**src/hw/rtl/scbs_pkg.sv**
```systemverilog
package scbs_pkg;

    localparam int REPLY_BYTES = 5;

    // bit counters must hold 8 * REPLY_BYTES
    localparam int BIT_CNT_W  = $clog2(8 * REPLY_BYTES + 1);
    localparam int BYTE_NUM_W = BIT_CNT_W - 3;

    localparam logic [7:0] FRAME_HEADER_RST = 8'hcc;
    localparam logic [7:0] ACK_CODE_RST     = 8'ha5;
    localparam logic [7:0] ACTION_NONE      = 8'hfe;

    // command codes
    localparam logic [7:0] CMD_ACT_85    = 8'h85;
    localparam logic [7:0] CMD_ACT_87    = 8'h87;
    localparam logic [7:0] CMD_ACT_8B    = 8'h8b;
    localparam logic [7:0] CMD_ACT_8D    = 8'h8d;
    localparam logic [7:0] CMD_ACT_LO    = 8'h93;
    localparam logic [7:0] CMD_ACT_HI    = 8'h99;
    localparam logic [7:0] CMD_RD_VOLT   = 8'h84;
    localparam logic [7:0] CMD_RD_TEMP   = 8'h86;
    localparam logic [7:0] CMD_RD_ACTION = 8'h88;

    // request types
    localparam logic [1:0] REQ_EDGE       = 2'd0;
    localparam logic [1:0] REQ_HOST_WRITE = 2'd1;
    localparam logic [1:0] REQ_DONE       = 2'd2;

    // reply sources
    localparam logic [1:0] SRC_ACK    = 2'd0;
    localparam logic [1:0] SRC_ACTION = 2'd1;
    localparam logic [1:0] SRC_VOLT   = 2'd2;
    localparam logic [1:0] SRC_TEMP   = 2'd3;

    // configuration register indexes
    localparam logic CFG_FRAME_HEADER = 1'b0;
    localparam logic CFG_ACK_CODE     = 1'b1;

    typedef struct packed {
        logic [1:0] req_type;
        logic       bus_in_bit;
        logic       buffer_select;
        logic [2:0] byte_index;
        logic [7:0] byte_value;
    } in_word_t;

    typedef struct packed {
        logic       bus_out_bit;
        logic [7:0] pending_action;
        logic       sending;
    } out_word_t;

    typedef struct packed {
        logic                 start;
        logic                 latch;
        logic [1:0]           source;
        logic [BIT_CNT_W-1:0] total;
    } cmd_dec_t;

endpackage

```
**src/hw/rtl/scbs_cmd_decode.sv**
```systemverilog
module scbs_cmd_decode (
    input  logic [7:0]        cmd,
    output scbs_pkg::cmd_dec_t dec
);
    import scbs_pkg::*;

    logic is_action;

    assign is_action = (cmd >= CMD_ACT_LO && cmd <= CMD_ACT_HI) || cmd == CMD_ACT_85 ||
                       cmd == CMD_ACT_87 || cmd == CMD_ACT_8B || cmd == CMD_ACT_8D;

    // unknown codes fall through with start low
    always_comb begin
        dec.start  = 1'b0;
        dec.latch  = 1'b0;
        dec.source = SRC_ACK;
        dec.total  = BIT_CNT_W'(8);
        if (is_action) begin
            dec.start = 1'b1;
            dec.latch = 1'b1;
        end else if (cmd == CMD_RD_ACTION) begin
            dec.start  = 1'b1;
            dec.source = SRC_ACTION;
        end else if (cmd == CMD_RD_VOLT) begin
            dec.start  = 1'b1;
            dec.source = SRC_VOLT;
            dec.total  = BIT_CNT_W'(8 * REPLY_BYTES);
        end else if (cmd == CMD_RD_TEMP) begin
            dec.start  = 1'b1;
            dec.source = SRC_TEMP;
            dec.total  = BIT_CNT_W'(8 * REPLY_BYTES);
        end
    end

endmodule

```
**src/hw/rtl/serial_command_bus_slave_core.sv**
```systemverilog
// Serial command bus slave core.
// s_ channel: one word per event: a bus clock edge (with the data-in level),
// a host write of a reply byte, or a host "action done" mark.
// m_ channel: exactly one word per input word, giving the serial output
// level, the pending action code and the sending flag after that event.
// cfg_ port: frame header (index 0) and ack code (index 1); write only
// while no word is in flight.
// Latency: the result word is valid the cycle after the input is taken.
// Throughput: one word per cycle while results are taken; all state updates for a
// word are done in one pass of logic ahead of the result register.
// Reset (aresetn low, synchronous): idle, shift register and reply stores
// cleared, action code 0xfe, output level 1, no result word held.
// When the receiver stalls, the result word is held and s_ready drops
// until it is taken; s_ready stays high while the result is taken in the
// same cycle.
module serial_command_bus_slave_core (
    input  logic                 aclk,
    input  logic                 aresetn,
    input  logic                 s_valid,
    output logic                 s_ready,
    input  scbs_pkg::in_word_t   s_data,
    output logic                 m_valid,
    input  logic                 m_ready,
    output scbs_pkg::out_word_t  m_data,
    input  logic                 cfg_wr_en,
    input  logic                 cfg_addr,
    input  logic [7:0]           cfg_wr_data
);
    import scbs_pkg::*;

    logic [7:0]           frame_header_reg;
    logic [7:0]           ack_code_reg;
    logic [15:0]          shift_reg, shift_next;
    logic                 sending_reg, sending_next;
    logic [BIT_CNT_W-1:0] sent_reg, sent_next;
    logic [BIT_CNT_W-1:0] total_reg, total_next;
    logic [1:0]           source_reg, source_next;
    logic [7:0]           action_reg, action_next;
    logic [7:0]           volt_reg [REPLY_BYTES];
    logic [7:0]           temp_reg [REPLY_BYTES];
    logic                 out_level_reg, out_level_next;
    logic                 m_valid_reg;
    out_word_t            m_data_reg;

    logic                 accept;
    logic [15:0]          shifted;
    cmd_dec_t             dec;
    logic [BYTE_NUM_W-1:0] byte_num;
    logic [7:0]           volt_byte, temp_byte, reply_byte;

    assign s_ready = !m_valid_reg || m_ready;
    assign accept  = s_valid && s_ready;
    assign m_valid = m_valid_reg;
    assign m_data  = m_data_reg;

    assign shifted = {shift_reg[14:0], s_data.bus_in_bit};

    scbs_cmd_decode u_dec (
        .cmd (shifted[7:0]),
        .dec (dec)
    );

    // reply byte selected from the live source
    assign byte_num = sent_reg[BIT_CNT_W-1:3];

    always_comb begin
        volt_byte = 8'h00;
        temp_byte = 8'h00;
        for (int i = 0; i < REPLY_BYTES; i++) begin
            if (byte_num == BYTE_NUM_W'(i)) begin
                volt_byte = volt_reg[i];
                temp_byte = temp_reg[i];
            end
        end
    end

    always_comb begin
        unique case (source_reg)
            SRC_ACK:    reply_byte = ack_code_reg;
            SRC_ACTION: reply_byte = action_reg;
            SRC_VOLT:   reply_byte = volt_byte;
            default:    reply_byte = temp_byte;
        endcase
    end

    always_comb begin
        shift_next     = shift_reg;
        sending_next   = sending_reg;
        sent_next      = sent_reg;
        total_next     = total_reg;
        source_next    = source_reg;
        action_next    = action_reg;
        out_level_next = out_level_reg;
        unique case (s_data.req_type)
            REQ_EDGE: begin
                if (!sending_reg) begin
                    shift_next = shifted;
                    if (shifted[15:8] == frame_header_reg && dec.start) begin
                        sending_next = 1'b1;
                        sent_next    = '0;
                        total_next   = dec.total;
                        source_next  = dec.source;
                        if (dec.latch) begin
                            action_next = shifted[7:0];
                        end
                    end
                end else if (sent_reg < total_reg) begin
                    out_level_next = reply_byte[~sent_reg[2:0]];
                    sent_next      = sent_reg + BIT_CNT_W'(1);
                end else begin
                    // trailing edge: release the line
                    out_level_next = 1'b1;
                    sent_next      = '0;
                    total_next     = '0;
                    sending_next   = 1'b0;
                end
            end
            REQ_DONE: action_next = ACTION_NONE;
            default: ;
        endcase
    end

    always_ff @(posedge aclk) begin
        if (!aresetn) begin
            frame_header_reg <= FRAME_HEADER_RST;
            ack_code_reg     <= ACK_CODE_RST;
        end else if (cfg_wr_en) begin
            unique case (cfg_addr)
                CFG_FRAME_HEADER: frame_header_reg <= cfg_wr_data;
                default:          ack_code_reg     <= cfg_wr_data;
            endcase
        end
    end

    always_ff @(posedge aclk) begin
        if (!aresetn) begin
            shift_reg     <= '0;
            sending_reg   <= 1'b0;
            sent_reg      <= '0;
            total_reg     <= '0;
            source_reg    <= SRC_ACK;
            action_reg    <= ACTION_NONE;
            out_level_reg <= 1'b1;
            for (int i = 0; i < REPLY_BYTES; i++) begin
                volt_reg[i] <= 8'h00;
                temp_reg[i] <= 8'h00;
            end
        end else if (accept) begin
            shift_reg     <= shift_next;
            sending_reg   <= sending_next;
            sent_reg      <= sent_next;
            total_reg     <= total_next;
            source_reg    <= source_next;
            action_reg    <= action_next;
            out_level_reg <= out_level_next;
            if (s_data.req_type == REQ_HOST_WRITE) begin
                for (int i = 0; i < REPLY_BYTES; i++) begin
                    if (s_data.byte_index == 3'(i)) begin
                        if (s_data.buffer_select) begin
                            temp_reg[i] <= s_data.byte_value;
                        end else begin
                            volt_reg[i] <= s_data.byte_value;
                        end
                    end
                end
            end
        end
    end

    always_ff @(posedge aclk) begin
        if (!aresetn) begin
            m_valid_reg <= 1'b0;
        end else if (accept) begin
            m_valid_reg <= 1'b1;
        end else if (m_ready) begin
            m_valid_reg <= 1'b0;
        end
    end

    always_ff @(posedge aclk) begin
        if (accept) begin
            m_data_reg.bus_out_bit    <= out_level_next;
            m_data_reg.pending_action <= action_next;
            m_data_reg.sending        <= sending_next;
        end
    end

    // idle means both bit counters are clear
    a_idle_counters: assert property (@(posedge aclk) disable iff (!aresetn)
        !sending_reg |-> (sent_reg == '0 && total_reg == '0))
        else $error("bit counters not clear while idle");

    a_sent_bound: assert property (@(posedge aclk) disable iff (!aresetn)
        sent_reg <= total_reg)
        else $error("bits sent beyond reply length");

    a_done_clears: assert property (@(posedge aclk) disable iff (!aresetn)
        accept && s_data.req_type == REQ_DONE |=> action_reg == ACTION_NONE)
        else $error("action not cleared by done request");

    a_reply_end: assert property (@(posedge aclk) disable iff (!aresetn)
        accept && s_data.req_type == REQ_EDGE && sending_reg && sent_reg == total_reg
        |=> !sending_reg && out_level_reg && m_data_reg.bus_out_bit)
        else $error("reply did not end with line released");

endmodule
```
**config.mk**
```make
export PLATFORM = sky130hd
export DESIGN_NAME = serial_command_bus_slave_core
export DESIGN_NICKNAME = d
export VERILOG_FILES = /design/src/hw/rtl/scbs_pkg.sv /design/src/hw/rtl/scbs_cmd_decode.sv /design/src/hw/rtl/serial_command_bus_slave_core.sv
export SDC_FILE = /design/constraint.sdc
export NUM_CORES = 1
export LEC_CHECK = 0
export BUFFER_PORTS_ARGS = -buffer_cell sky130_fd_sc_hd__buf_4
export CAP_MARGIN = 20
export CORE_AREA = 8 8 117 119
export DETAILED_ROUTE_END_ITERATION = 16
export DIE_AREA = 0 0 125 127
export PLACE_DENSITY_LB_ADDON = 0.3
export SETUP_SLACK_MARGIN = 0.5
export SYNTH_ARGS = -nofsm -noshare
export SYNTH_HDL_FRONTEND = slang
export SYNTH_SLANG_ARGS = --single-unit
export TNS_END_PERCENT = 5
```
**constraint.sdc**
```tcl
create_clock -name aclk -period 2 [get_ports aclk]
set_input_delay 0.1 -clock aclk [delete_from_list [all_inputs] [get_ports aclk]]
set_output_delay 0.1 -clock aclk [all_outputs]
set_load 0.05 [all_outputs]
```
# ---- Word level (Yosys, flattened, before mapping)
# Memories as Yosys holds them, arrays and structs flattened.
# Index checks and enable logic that the tools add are counted.
dict set report word_totals {
  regBits 66
  word_cells 180
  output_inout_bits 12
  ram_bits 80
  mem_count 2
  inputBits 29
}
# name depth word_bits rd rd_clocked_by_memory_dff write_ports line_no
set memory_table {}
lappend memory_table {temp_reg 5 8 5 0 5 serial_command_bus_slave_core.sv:40} ;# logic [7:0] temp_reg [REPLY_BYTES];
lappend memory_table {volt_reg 5 8 5 0 5 serial_command_bus_slave_core.sv:39} ;# logic [7:0] volt_reg [REPLY_BYTES];
dict set report classes {
  add_sub_neg 1
  n_lt_le_gt_ge 4
  n_eq_ne 21
  muxes 105
  reduce_logical 21
  bitwise 13
}
# operator n
set ops {}
lappend ops {{2-to-1 mux 8 bit} 26}
lappend ops {{2-to-1 mux 1 bit} 68}
lappend ops {{== test 8 bit (second input constant)} 7}
lappend ops {{2-to-1 mux 6 bit} 7}
lappend ops {{case mux 8 bit (3 select lines)} 1}
lappend ops {{case mux 8 bit (2 select lines)} 1}
lappend ops {{== test 3 x 2 -> 1 bit (second input constant)} 4}
lappend ops {{bitwise OR 1 bit} 10}
lappend ops {{== test 8 bit} 1}
lappend ops {{greater-or-equal comparator 8 bit (second input constant)} 1}
lappend ops {{<= comparator 8 bit (second input constant)} 1}
lappend ops {{AND reduction 4 bit} 2}
lappend ops {{adder 6 x 1 -> 6 bit (second input constant)} 1}
lappend ops {{== test 3 x 1 -> 1 bit (second input constant)} 2}
lappend ops {{== test 3 bit (second input constant)} 2}
lappend ops {{zero test 3 bit} 2}
lappend ops {{< comparator 6 bit} 1}
lappend ops {{AND reduction 3 bit} 2}
lappend ops {{logical OR 1 bit} 5}
lappend ops {{== test 2 x 1 -> 1 bit (second input constant)} 2}
lappend ops {{== test 2 bit (second input constant)} 2}
lappend ops {{zero test 2 bit} 2}
lappend ops {{< comparator 3 x 4 -> 1 bit (second input constant)} 1}
lappend ops {{AND reduction 2 bit} 2}
lappend ops {{8 further kinds} 12}

# ---- Logic depth before layout (Yosys ltp)
# Gate-level depths: netlist of run 1.
dict set report logic_depth {
  ltp_word 12
  depth_mapped 10
  ltp_nobuf 7
}

# ---- Hierarchy
# From an unflattened synthesis of run 1, not the netlist that was laid out.
dict set report hier_totals {
  cells_unflattened 583
  area_unflattened_um2 6512.5
}
# module cells_per_inst seq_area_each_um2 area_per_inst_um2 n_inst
set modules_own_cells {}
lappend modules_own_cells {serial_command_bus_slave_core 551 3823.7 6323.6 1}
lappend modules_own_cells {scbs_cmd_decode 32 0.0 188.9 1}

# ---- Least setup slack after synthesis of run 1
# Ideal clock, no wire load.
dict set report synth_path {
  path_type {register -> register}
  startpoint {register m_valid_reg, in the netlist m_valid}
  endpoint {memory volt_reg[4][0], in the netlist volt_reg[0][32] (enable)}
  path_stages_with_launch 6
  arrival_ns 2.216
  setup_ns 0.384
  setup_slack_ns -0.600
  required_time_ns 1.616
  path_buffers 0
  path_cell_list {dfxtp_1 > nand2b_1 > nand2_1 > nor3_1 > nand2b_1 > o21ai_0}
}
# element line_no
set synth_rtl {}
lappend synth_rtl {{start, declared} serial_command_bus_slave_core.sv:42} ;# logic m_valid_reg;
lappend synth_rtl {{start signal, assigned} serial_command_bus_slave_core.sv:172} ;# m_valid_reg <= 1'b0;
lappend synth_rtl {{start signal, assigned} serial_command_bus_slave_core.sv:174} ;# m_valid_reg <= 1'b1;
lappend synth_rtl {{start signal, assigned} serial_command_bus_slave_core.sv:176} ;# m_valid_reg <= 1'b0;
lappend synth_rtl {{end, declared} serial_command_bus_slave_core.sv:39}

# ---- Worst setup path in the final report of run 1
dict set report layout_path {
  startpoint {register sent_reg[3]}
  endpoint {register m_data_reg, in the netlist m_data[9], data pin}
}
dict set report layout_via {
  elab_chain_len 12
  word_cells_on_any_way 22
}
# element line_no
set layout_rtl {}
lappend layout_rtl {{start, declared} serial_command_bus_slave_core.sv:35} ;# logic [BIT_CNT_W-1:0] sent_reg, sent_next;
lappend layout_rtl {{start signal, assigned} serial_command_bus_slave_core.sv:151} ;# sent_reg <= sent_next;
lappend layout_rtl {{zero test 3 bit} serial_command_bus_slave_core.sv:70} ;# if (byte_num == BYTE_NUM_W'(i)) begin
lappend layout_rtl {{2-to-1 mux 8 bit (5 in a row)} serial_command_bus_slave_core.sv:70}
lappend layout_rtl {{case mux 8 bit (3 select lines)} serial_command_bus_slave_core.sv:78} ;# unique case (source_reg)
lappend layout_rtl {{binary-select mux 1 bit (select 3 bit)} serial_command_bus_slave_core.sv:108} ;# out_level_next = reply_byte[~sent_reg[2:0]];
lappend layout_rtl {{2-to-1 mux 1 bit (not written as such)} serial_command_bus_slave_core.sv:108}
lappend layout_rtl {{2-to-1 mux 1 bit (*)} serial_command_bus_slave_core.sv:107} ;# end else if (sent_reg < total_reg) begin
lappend layout_rtl {{2-to-1 mux 1 bit (*)} serial_command_bus_slave_core.sv:96} ;# if (!sending_reg) begin
lappend layout_rtl {{2-to-1 mux 1 bit (*)} serial_command_bus_slave_core.sv:94} ;# unique case (s_data.req_type)
lappend layout_rtl {{named net out_level_next} serial_command_bus_slave_core.sv:41} ;# logic out_level_reg, out_level_next;
lappend layout_rtl {{end, declared} serial_command_bus_slave_core.sv:43} ;# out_word_t m_data_reg;
# Mark *: on every way through the listed nets, which the timed path passes. The rest lies on a longest branch. The select of a mux whose other input is x is not followed.
# A chain may end at the register's enable or synchronous reset.

==> reports/summary.txt, run 1 <==
status = finished, violations left
violated checks = setup timing
GRT Total Usage = 0.200
layout cells sized above 1 = 0.370
slew of the pin with the lowest slew margin = 610 ps
Final min period = 2080 ps
CP arrival = 2250 ps
setup ws final = -82.1 ps
placed inst area = 7120 sq um
slowest stage delay, CP = 490 ps
Synth Warn # = 0
synth top area cells = edfxtp_1 (43%), dfxtp_1 (17%), nand2_1 (5.4%)
dpl cells = 761
RSZ-0062 raised after global routing = true
crit-path cells = buf_4, mux4_2, nor2b_1, a31oi_1, a221oi_2, o41ai_4, o21ai_1
fin crit share = 1.04
Synth area leader = edfxtp_1
Hold Slack = 32.2 ps
EDFF count, synth = 90
Initial Utilization = 0.528
Clock Latency Late Sink = 420 ps
std cell rows = 40
Sw Ratio = 0.216
Leak = 3.02 nW
f_max = 480 MHz
clock buffer count from CTS = 17
part of the power in registers = 0.477
register bit count reported by yosys = 142
VDD IR max = 0.000661 V
Hold Path Sink = temp_reg[0][28]
Avg Cell Area, Syn = 11.2 sq um
Starting DRT DRC Count = 372
CTS Buffer Depth = 2
routed wire length = 15,700 microns
largest net degree at the start of global routing = 26
CP max FO = 8
Clock Sinks = 142
Clock Tree Root = clkbuf_16
Pins Over Slew Limit = 0
via count = 4,738
Non-Filler Instances = 815
post-DR vias/cell = 5.81
area delta synth->final = 33.9%
Worst Path Required = 2170 ps
internal power = 5.28 mW
CP bufs+invs = 1
R2R setup slack = -80 ps
maxcap violations = 0
PD cells = 806 nW/um^2
Final Net Count = 686
R2R depth = 7
top_reg_cell synth = edfxtp_1
Syn Nets = 587
IO Port Bufs = 40
Reg clk slew, reported paths = 60 ps
R2R Path End = m_data[9]
DR WL/cell = 19.3 microns
Die Y = 127 microns
most frequent cells in the layout = edfxtp_1 (90), buf_4 (85), nand2_1 (82), a21oi_1 (39), dfxtp_1 (35)
total core area = 11,800 sq um
GPL Wtd Cong = 0.865
initial antenna violation count = 0
Synth async-reset ratio = 0
die width = 125 microns
HPWL after DPL = 10,400 microns
CP max stage cell = mux4_2
Top-Level Pins = 41
Worst Setup Start Kind = register
TritonCTS clock tree = done
Hold Crit Depth = 2
commonest non-fill, non-tap cell in the layout = edfxtp_1
vias in the first global route = 4,807
Post-Synthesis Cells = 556
Slew HR = 0.591
Hold Vio Cnt, Final = 0
ANT nets after route = 0
synth unique cells = 57
Hold/Removal Path Class = input pin to register
Worst setup EP type = register
DRC = 0
CP top delay family = compound AO/OA/AOI/OAI gates
post-synth top area share = 0.433
Design Area, Final = 8360 sq um
Clock power frac = 0.468
register area share after synthesis = 0.600
critical path class = register to register
Hold Path Origin = s_data[4]
n_diodes = 0
reg2reg start = sent_reg[3]
Setup-failing EPs final = 1
Comb power frac = 0.055
net load switching power = 1.45 mW
worst clock skew = 8.14 ps
die area = 15,900 sq um
first-pass GRT wire length = 24,500 microns
total gr overflow = 0
Pre-antenna DRT Iters = 7
mapped cell area = 6240 sq um
H-tree depth = 4
[per-stage QoR]
stage	TNS (ps)	setup WS (ps)	util	power, mW
floorplan	0	61.6	-	3.45
global placement	-134	-134	0.603	3.58
detailed placement	-233	-157	0.603	3.59
CTS	-102	-102	0.684	6.75
global route	-512	-172	0.707	6.93
finish	-82.1	-82.1	0.707	6.73
[power by group through the flow]
stage	Clock [mW]	Combinational, mW	Sequential [mW]
4_1_cts	3.18	0.355	3.21
3_3_place_gp	0	0.311	3.27
6_report	3.15	0.371	3.21
5_1_grt	3.31	0.400	3.22
2_1_floorplan	0	0.180	3.27
3_5_place_dp	0	0.317	3.27
[per-layer routing]
| layer | global-route usage | share of wire |
|---|---|---|
| met1 | 0.216 | 0.39 |
| met2 | 0.346 | 0.52 |
| met3 | 0.0520 | 0.049 |
| met4 | 0.125 | 0.040 |
| met5 | 0 | 0 |
[what timing repair did]
| item | in CTS | in global routing |
|---|---|---|
| hold buffers | 12 | 0 |
| hold endpoints to repair | 20 | 0 |
| gates cloned | 1 | 0 |
| endpoints found under the setup margin | 190 | 205 |
| pin swaps | 70 | 62 |
| setup buffers | 0 | 9 |
| resized for setup | 74 | 45 |
[cells in the mapped netlist (3+ instances only)]
master	n
a211oi_1	3
a21o_1	3
a21oi_1	47
a31oi_1	5
and2_1	17
buf_2	12
clkbuf_1	20
dfxtp_1	52
edfxtp_1	90
inv_1	12
mux2i_1	28
mux4_1	3
mux4_2	4
nand2_1	89
nand2b_1	8
nand3_1	16
nand3b_1	7
nor2_1	21
nor2b_1	6
nor3_1	8
nor3b_1	4
o21a_1	4
o21ai_0	24
o21ai_1	3
o22a_1	8
o22ai_1	4
o2bb2ai_1	3
o32ai_1	4
or2_2	5
or3_1	5
xnor2_1	8
[layout make-up]
cell class                 count  area [sq um]
sequential                   142          3780
fill                         764          3460
multi-input combinational    367          2750
timing repair buffer         115          1000
clock buffer                  17           425
tap                          147           184
clock inverter                15           170
inverter                      12          45.0
[worst max-delay path by stage]
stage,from,end,cells after the start
5_1_grt,sent_reg[3],m_data[9],8
6_report,sent_reg[3],m_data[9],7
4_1_cts,sent_reg[3],m_data[9],6
2_1_floorplan,sent_reg[3],m_data[9],7
3_3_place_gp,sent_reg[3],m_data[9],8
3_5_place_dp,sent_reg[3],m_data[9],8
[logic make-up (layout without fill, tap and decap cells)]
kind of cell,Yosys count,after routing,synth area share
fa+ha+maj,2,2,0.00401
flops,142,142,0.600
xor+xnor,8,8,0.0112
compound gates,126,126,0.128
mux,36,36,0.0738
buf+inv,47,159,0.0325
simple gates,195,195,0.151
(Power assumes the default switching activity.)
==> run 2, diff against run 1 <==
--- a/config.mk
+++ b/config.mk
@@ -5,7 +5,7 @@
 export SDC_FILE = /design/constraint.sdc
 export NUM_CORES = 1
 export LEC_CHECK = 0
-export BUFFER_PORTS_ARGS = -buffer_cell sky130_fd_sc_hd__buf_4
+export BUFFER_PORTS_ARGS = -buffer_cell sky130_fd_sc_hd__buf_2
 export CAP_MARGIN = 20
 export CORE_AREA = 8 8 117 119
 export DETAILED_ROUTE_END_ITERATION = 16
==> run 2 against run 1 <==
  * The flow still finishes with violations (setup timing)
  * Non-clock buffer count grew 1
  * Power shrank 2.0%
  * Critical path depth grew 1
  * Maximum frequency is essentially flat
  * Sequential power is essentially flat
  * Global-route usage shrank 0.27 points
  * Clock power shrank 4%
  * Wire length grew 0.62%
  * Setup slack gained 1.2 ps
  * Via count shrank 0.44%
  * Critical endpoint unchanged
  * Highest routed layer unchanged
==> reports/summary.txt, run 2 (synthesized netlist as in run 1, its figures left out) <==
status = finished, violations left
violated checks = setup timing
Multi-input gate area = 2820 sq um (+2.3%)
H-tree depth = 4 (unchanged)
Non-Filler Instances = 817 (+0.25%)
vias in the first global route = 4,772 (-0.73%)
Setup-failing EPs final = 2 (+1)
Worst Path Required = 2170 ps (about the same)
Die Y = 127 microns (unchanged)
VDD IR max = 0.000697 V (+5.5%)
via count = 4,717 (-0.44%)
DR WL/cell = 19.4 microns (+0.38%)
f_max = 481 MHz (about the same)
R2R depth = 8 (+1)
Clock Sinks = 142 (unchanged)
Leak = 2.99 nW (-1.2%)
die area = 15,900 sq um (unchanged)
layout cells sized above 1 = 0.389 (+0.0189)
HPWL after DPL = 10,600 microns (+1.2%)
R2R setup slack = -80 ps (about the same)
area delta synth->final = 33.3%
GPL Wtd Cong = 0.873 (+0.89%)
Clock Tree Root = clkbuf_16
Fill cells = 802 (+5.0%)
first-pass GRT wire length = 24,300 microns (-0.81%)
die width = 125 microns (unchanged)
Initial Utilization = 0.528 (unchanged)
Final Net Count = 687 (+0.15%)
clock buffer count from CTS = 17 (unchanged)
total gr overflow = 0 (unchanged)
DRC = 0 (unchanged)
TritonCTS clock tree = done
dpl cells = 762 (+0.13%)
setup ws final = -80.9 ps (+1.25 ps)
routed wire length = 15,800 microns (+0.62%)
ANT nets after route = 0 (unchanged)
Sequential Area = 3790 sq um (+0.33%)
IO Port Bufs = 40 (unchanged)
Setup crit start = sent_reg[4]
RSZ-0062 raised after global routing = true
initial antenna violation count = 1 (+1)
PD cells = 794 nW/um^2 (-1.5%)
Starting DRT DRC Count = 320 (-14%)
Hold/Removal Path Class = input pin to register
Worst setup EP type = register
Slew HR = 0.655 (+0.0644)
CP arrival = 2250 ps (about the same)
Top-Level Pins = 41 (unchanged)
slew of the pin with the lowest slew margin = 516 ps (-94.4 ps)
Worst Setup EP = m_data[9]
worst clock skew = 11.0 ps (+2.86 ps)
Pins Over Slew Limit = 0 (unchanged)
CTS Buffer Depth = 2 (unchanged)
Reg clk slew, reported paths = 60 ps (about the same)
post-DR vias/cell = 5.77 (-0.69%)
Worst Setup Start Kind = register
most frequent cells in the layout = edfxtp_1 (90), nand2_1 (83), buf_4 (47), buf_2 (40), a21oi_1 (35)
fin crit share = 1.04 (about the same)
std cell rows = 40 (unchanged)
Hold Vio Cnt, Final = 0 (unchanged)
R2R Path End = m_data[9]
CP max FO = 10 (+2)
total core area = 11,800 sq um (unchanged)
GRT Total Usage = 0.197 (-0.00268)
critical path class = register to register
Final min period = 2080 ps (-1.25 ps)
Pre-antenna DRT Iters = 5 (-2)
largest net degree at the start of global routing = 28 (+7.7%)
fin util = 0.704 (-0.00339)
reg2reg start = sent_reg[4]
Clock Latency Late Sink = 420 ps (about the same)
maxcap violations = 0 (unchanged)
commonest non-fill, non-tap cell in the layout = edfxtp_1
run 2: changes by cell type in the layout (fill, tap and decap cells not counted), sizes merged:
cell         change
clkbuf           +2
diode            +1
dlygate4sd3      -1
buf              +2
bufbuf           -1
bufinv           -1
clkinvlp         -1
clkinv           +1
run 2: report_power, final:
part	internal (mW)	switching [mW]	total, mW
combinational	0.136	0.222	0.358
clock	1.83	1.20	3.03
sequential	3.17	0.0351	3.21
run 2: stage by stage:
step | setup WS (ps) | power, mW | hold slack (ps) | cell area, sq um | setup TNS (ps)
finish | -80.9 | 6.60 | 28.1 | 8320 | -144
global route | -124 | 6.78 | 25.4 | 8320 | -310
CTS | -93.8 | 6.61 | 17.6 | 8030 | -174
detailed placement | -123 | 3.58 | 336 | 7030 | -280
global placement | -91.1 | 3.56 | 330 | 7030 | -128
floorplan | 61.6 | 3.45 | 219 | 6380 | 0
run 2: worst min path at each step:
| stage | from | endpoint | slack [ps] | cells past startpoint |
|---|---|---|---|---|
| floorplan | s_valid | m_valid | 220 | 2 |
| global placement | cfg_wr_data[7] | frame_header_reg[7] | 330 | 3 |
| detailed placement | cfg_wr_data[7] | frame_header_reg[7] | 340 | 3 |
| CTS | s_data[4] | temp_reg[0][4] | 20 | 2 |
| global route | s_data[4] | temp_reg[0][36] | 30 | 2 |
| finish | s_data[4] | temp_reg[0][36] | 30 | 2 |
run 2: timing repair:
| item | 4_1_cts | 5_1_grt |
|---|---|---|
| hold buffers | 11 | 0 |
| gates resized for setup | 82 | 54 |
| gates cloned | 0 | 1 |
| endpoints found under the hold margin | 18 | 0 |
| pin swaps | 67 | 57 |
| buffers inserted | 6 | 4 |
| endpoints found under the setup margin | 190 | 202 |
run 2: layout make-up:
cell class              count  share of cell area
diodes                      1            0.000301
repair buffers            116               0.109
clock buffers              18              0.0516
multi-input cells         367               0.339
flip-flops and latches    142               0.456
well taps                 147              0.0221
inverters                  12             0.00542
clock inverters            14              0.0172
run 2: worst max-delay path: stages, from the launching register on:
cell and delay [ps]:
dfxtp_4 380, buf_12 140, buf_6 140, mux2i_1 210, o21ai_0 100, a21oi_1 250
nor3_1 110, o41ai_2 390, o21ai_1 100
run 2: routing by layer:
metal / routed length [microns] / part of all wire / global-route usage / vias to the layer above
li1: - / - / - / 2236
met1: 6220 / 0.39 / 0.210 / 2281
met2: 8260 / 0.52 / 0.351 / 161
met3: 839 / 0.053 / 0.0611 / 39
met4: 518 / 0.033 / 0.0953 / 0
met5: 0 / 0 / 0 / -
==> run 3, diff against run 2 <==
--- a/config.mk
+++ b/config.mk
@@ -11,7 +11,7 @@
 export DETAILED_ROUTE_END_ITERATION = 16
 export DIE_AREA = 0 0 125 127
 export PLACE_DENSITY_LB_ADDON = 0.3
-export SETUP_SLACK_MARGIN = 0.5
+export SETUP_SLACK_MARGIN = 0.1
 export SYNTH_ARGS = -nofsm -noshare
 export SYNTH_HDL_FRONTEND = slang
 export SYNTH_SLANG_ARGS = --single-unit
==> run 3 against run 2 <==
  * The run still ends with setup timing left
  * First-iteration DRC count is 25% higher
  * Die area stayed put
  * Clock power increased by 3%
  * Cell area down 3.1%
  * Combinational power shrank 6.4%
  * Global-route usage increased by 0.12 points
  * Sequential power about the same
  * Critical path type unchanged
==> reports/summary.txt, run 3 (synthesized netlist as in run 1, its figures left out) <==
Hold/Removal Path Class = input pin to register
DRC = 0 (unchanged)
routed wire length = 15,400 microns (-2.8%)
VDD IR max = 0.000546 V (-22%)
H-tree depth = 4 (unchanged)
Pins Over Slew Limit = 0 (unchanged)
Hold Vio Cnt, Final = 0 (unchanged)
Worst Setup Start Kind = register
maxcap violations = 0 (unchanged)
status = finished, violations left
R2R Path End = m_data[9]
Hold Path Sink = volt_reg[0][38]
TritonCTS clock tree = done
std cell rows = 40 (unchanged)
fin crit share = 1.04 (-0.00128)
R2R setup slack = -80 ps (about the same)
Setup-failing EPs final = 1 (-1)
GRT Total Usage = 0.198 (+0.00120)
Hold Slack = 95.9 ps (+67.8 ps)
critical path class = register to register
first-pass GRT wire length = 24,500 microns (+0.48%)
RSZ-0062 raised after global routing = true
IO Port Bufs = 40 (unchanged)
Top-Level Pins = 41 (unchanged)
Slew HR = 0.653 (-0.00264)
f_max = 481 MHz (+0.12%)
n_diodes = 0 (-1)
CP arrival = 2250 ps (about the same)
CP max FO = 6 (-4)
area delta synth->final = 29.2%
Starting DRT DRC Count = 401 (+25%)
clock buffer count from CTS = 17 (unchanged)
DR WL/cell = 19.0 microns (-2.2%)
layout cells sized above 1 = 0.325 (-0.0638)
violated checks = setup timing
post-DR vias/cell = 5.81 (+0.68%)
Clock Sinks = 142 (unchanged)
setup ws final = -78.3 ps (+2.56 ps)
largest net degree at the start of global routing = 27 (-3.6%)
Worst setup EP type = register
ANT nets after route = 0 (unchanged)
Tot Pwr = 6.66 mW (+0.93%)
Reg clk slew, reported paths = 60 ps (about the same)
PD cells = 827 nW/um^2 (+4.1%)
slew of the pin with the lowest slew margin = 520 ps (+3.94 ps)
Final Net Count = 684 (-0.44%)
Fill cells = 863 (+7.6%)
initial antenna violation count = 0 (-1)
Leak = 2.88 nW (-3.5%)
commonest non-fill, non-tap cell in the layout = edfxtp_1
total core area = 11,800 sq um (unchanged)
fin util = 0.682 (-0.0217)
Pre-antenna DRT Iters = 5 (unchanged)
die area = 15,900 sq um (unchanged)
Hold Crit Depth = 2 (unchanged)
Initial Utilization = 0.528 (unchanged)
Die Y = 127 microns (unchanged)
most frequent cells in the layout = edfxtp_1 (90), nand2_1 (87), buf_4 (53), a21oi_1 (44), buf_2 (40)
pre-CTS WS = -164 ps (-40.8 ps)
Sequential Area = 3770 sq um (-0.43%)
Worst Path Required = 2170 ps (about the same)
R2R depth = 9 (+1)
vias in the first global route = 4,806 (+0.71%)
via count = 4,720 (+0.064%)
worst clock skew = 11.1 ps (+0.110 ps)
Clock Latency Late Sink = 420 ps (about the same)
Clock Tree Root = clkbuf_16
Multi-input gate area = 2630 sq um (-6.7%)
Final min period = 2080 ps (-2.56 ps)
Hold Path Origin = s_data[6]
CTS Buffer Depth = 2 (unchanged)
GPL Wtd Cong = 0.915 (+4.8%)
die width = 125 microns (unchanged)
HPWL after DPL = 10,800 microns (+2.7%)
total gr overflow = 0 (unchanged)
reg2reg start = sent_reg[5]
-- run 3: changes by cell type in the layout (fill, tap and decap cells not counted), moves of 4 or more --
cell,previous run,this run
and2_4,16,0
and2_1,1,14
a21oi_1,35,44
buf_6,14,5
a21oi_2,9,1
buf_4,47,53
dfxtp_1,29,34
dfxtp_4,7,3
nand2_1,83,87
-- run 3: final cells by class --
class                   count  share of cell area
repair buffers            113               0.105
clock buffers              19              0.0537
inverters                  12             0.00559
flip-flops and latches    142               0.468
multi-input cells         367               0.326
clock inverters            12              0.0180
well taps                 147              0.0228
-- run 3: timing repair --
| action | CTS | global route |
|---|---|---|
| pin swaps | 13 | 24 |
| buffers inserted | 4 | 1 |
| cloned | 0 | 1 |
| hold endpoints to repair | 18 | 0 |
| hold buffers | 11 | 0 |
| setup endpoints to repair | 61 | 165 |
| resized for setup | 33 | 43 |
-- run 3: worst max path at each step --
stage,slack [ps],start,endpoint,cells past startpoint
4_1_cts,-60,sent_reg[5],m_data[9],8
6_report,-80,sent_reg[5],m_data[9],9
2_1_floorplan,40,sent_reg[5],m_data[9],8
3_5_place_dp,-160,sent_reg[4],m_data[9],8
5_1_grt,-210,sent_reg[5],m_data[9],8
3_3_place_gp,-130,sent_reg[4],m_data[9],8
-- run 3: worst max-delay path, cell delays in order, from the launching register on --
cell and delay (ps):
dfxtp_2 350, buf_12 120, nand2b_2 200, buf_4 140, o32ai_1 60, a31oi_1 210, o21ai_1 100, and3_4 190
o41ai_4 380, o21ai_1 90
-- run 3: stage by stage --
step | TNS, ps | area [sq um] | instances
global placement | -127 | 7020 | 764
detailed placement | -239 | 7020 | 764
global route | -286 | 8060 | 812
floorplan | 0 | 6340 | 556
CTS | -55.9 | 7850 | 810
finish | -78.3 | 8060 | 812
-- run 3: routing by layer --
metal,up-vias,track usage,share of wire
met4,0,0.123,0.039
li1,2218,-,-
met2,192,0.342,0.51
met5,-,0,0
met3,40,0.0449,0.055
met1,2270,0.220,0.40
-- run 3: power breakdown --
part / total, mW / switching (mW) / internal (mW)
combinational: 0.335 / 0.208 / 0.127
sequential: 3.21 / 0.0352 / 3.18
clock: 3.11 / 1.17 / 1.94
total: 6.66 / 1.42 / 5.25
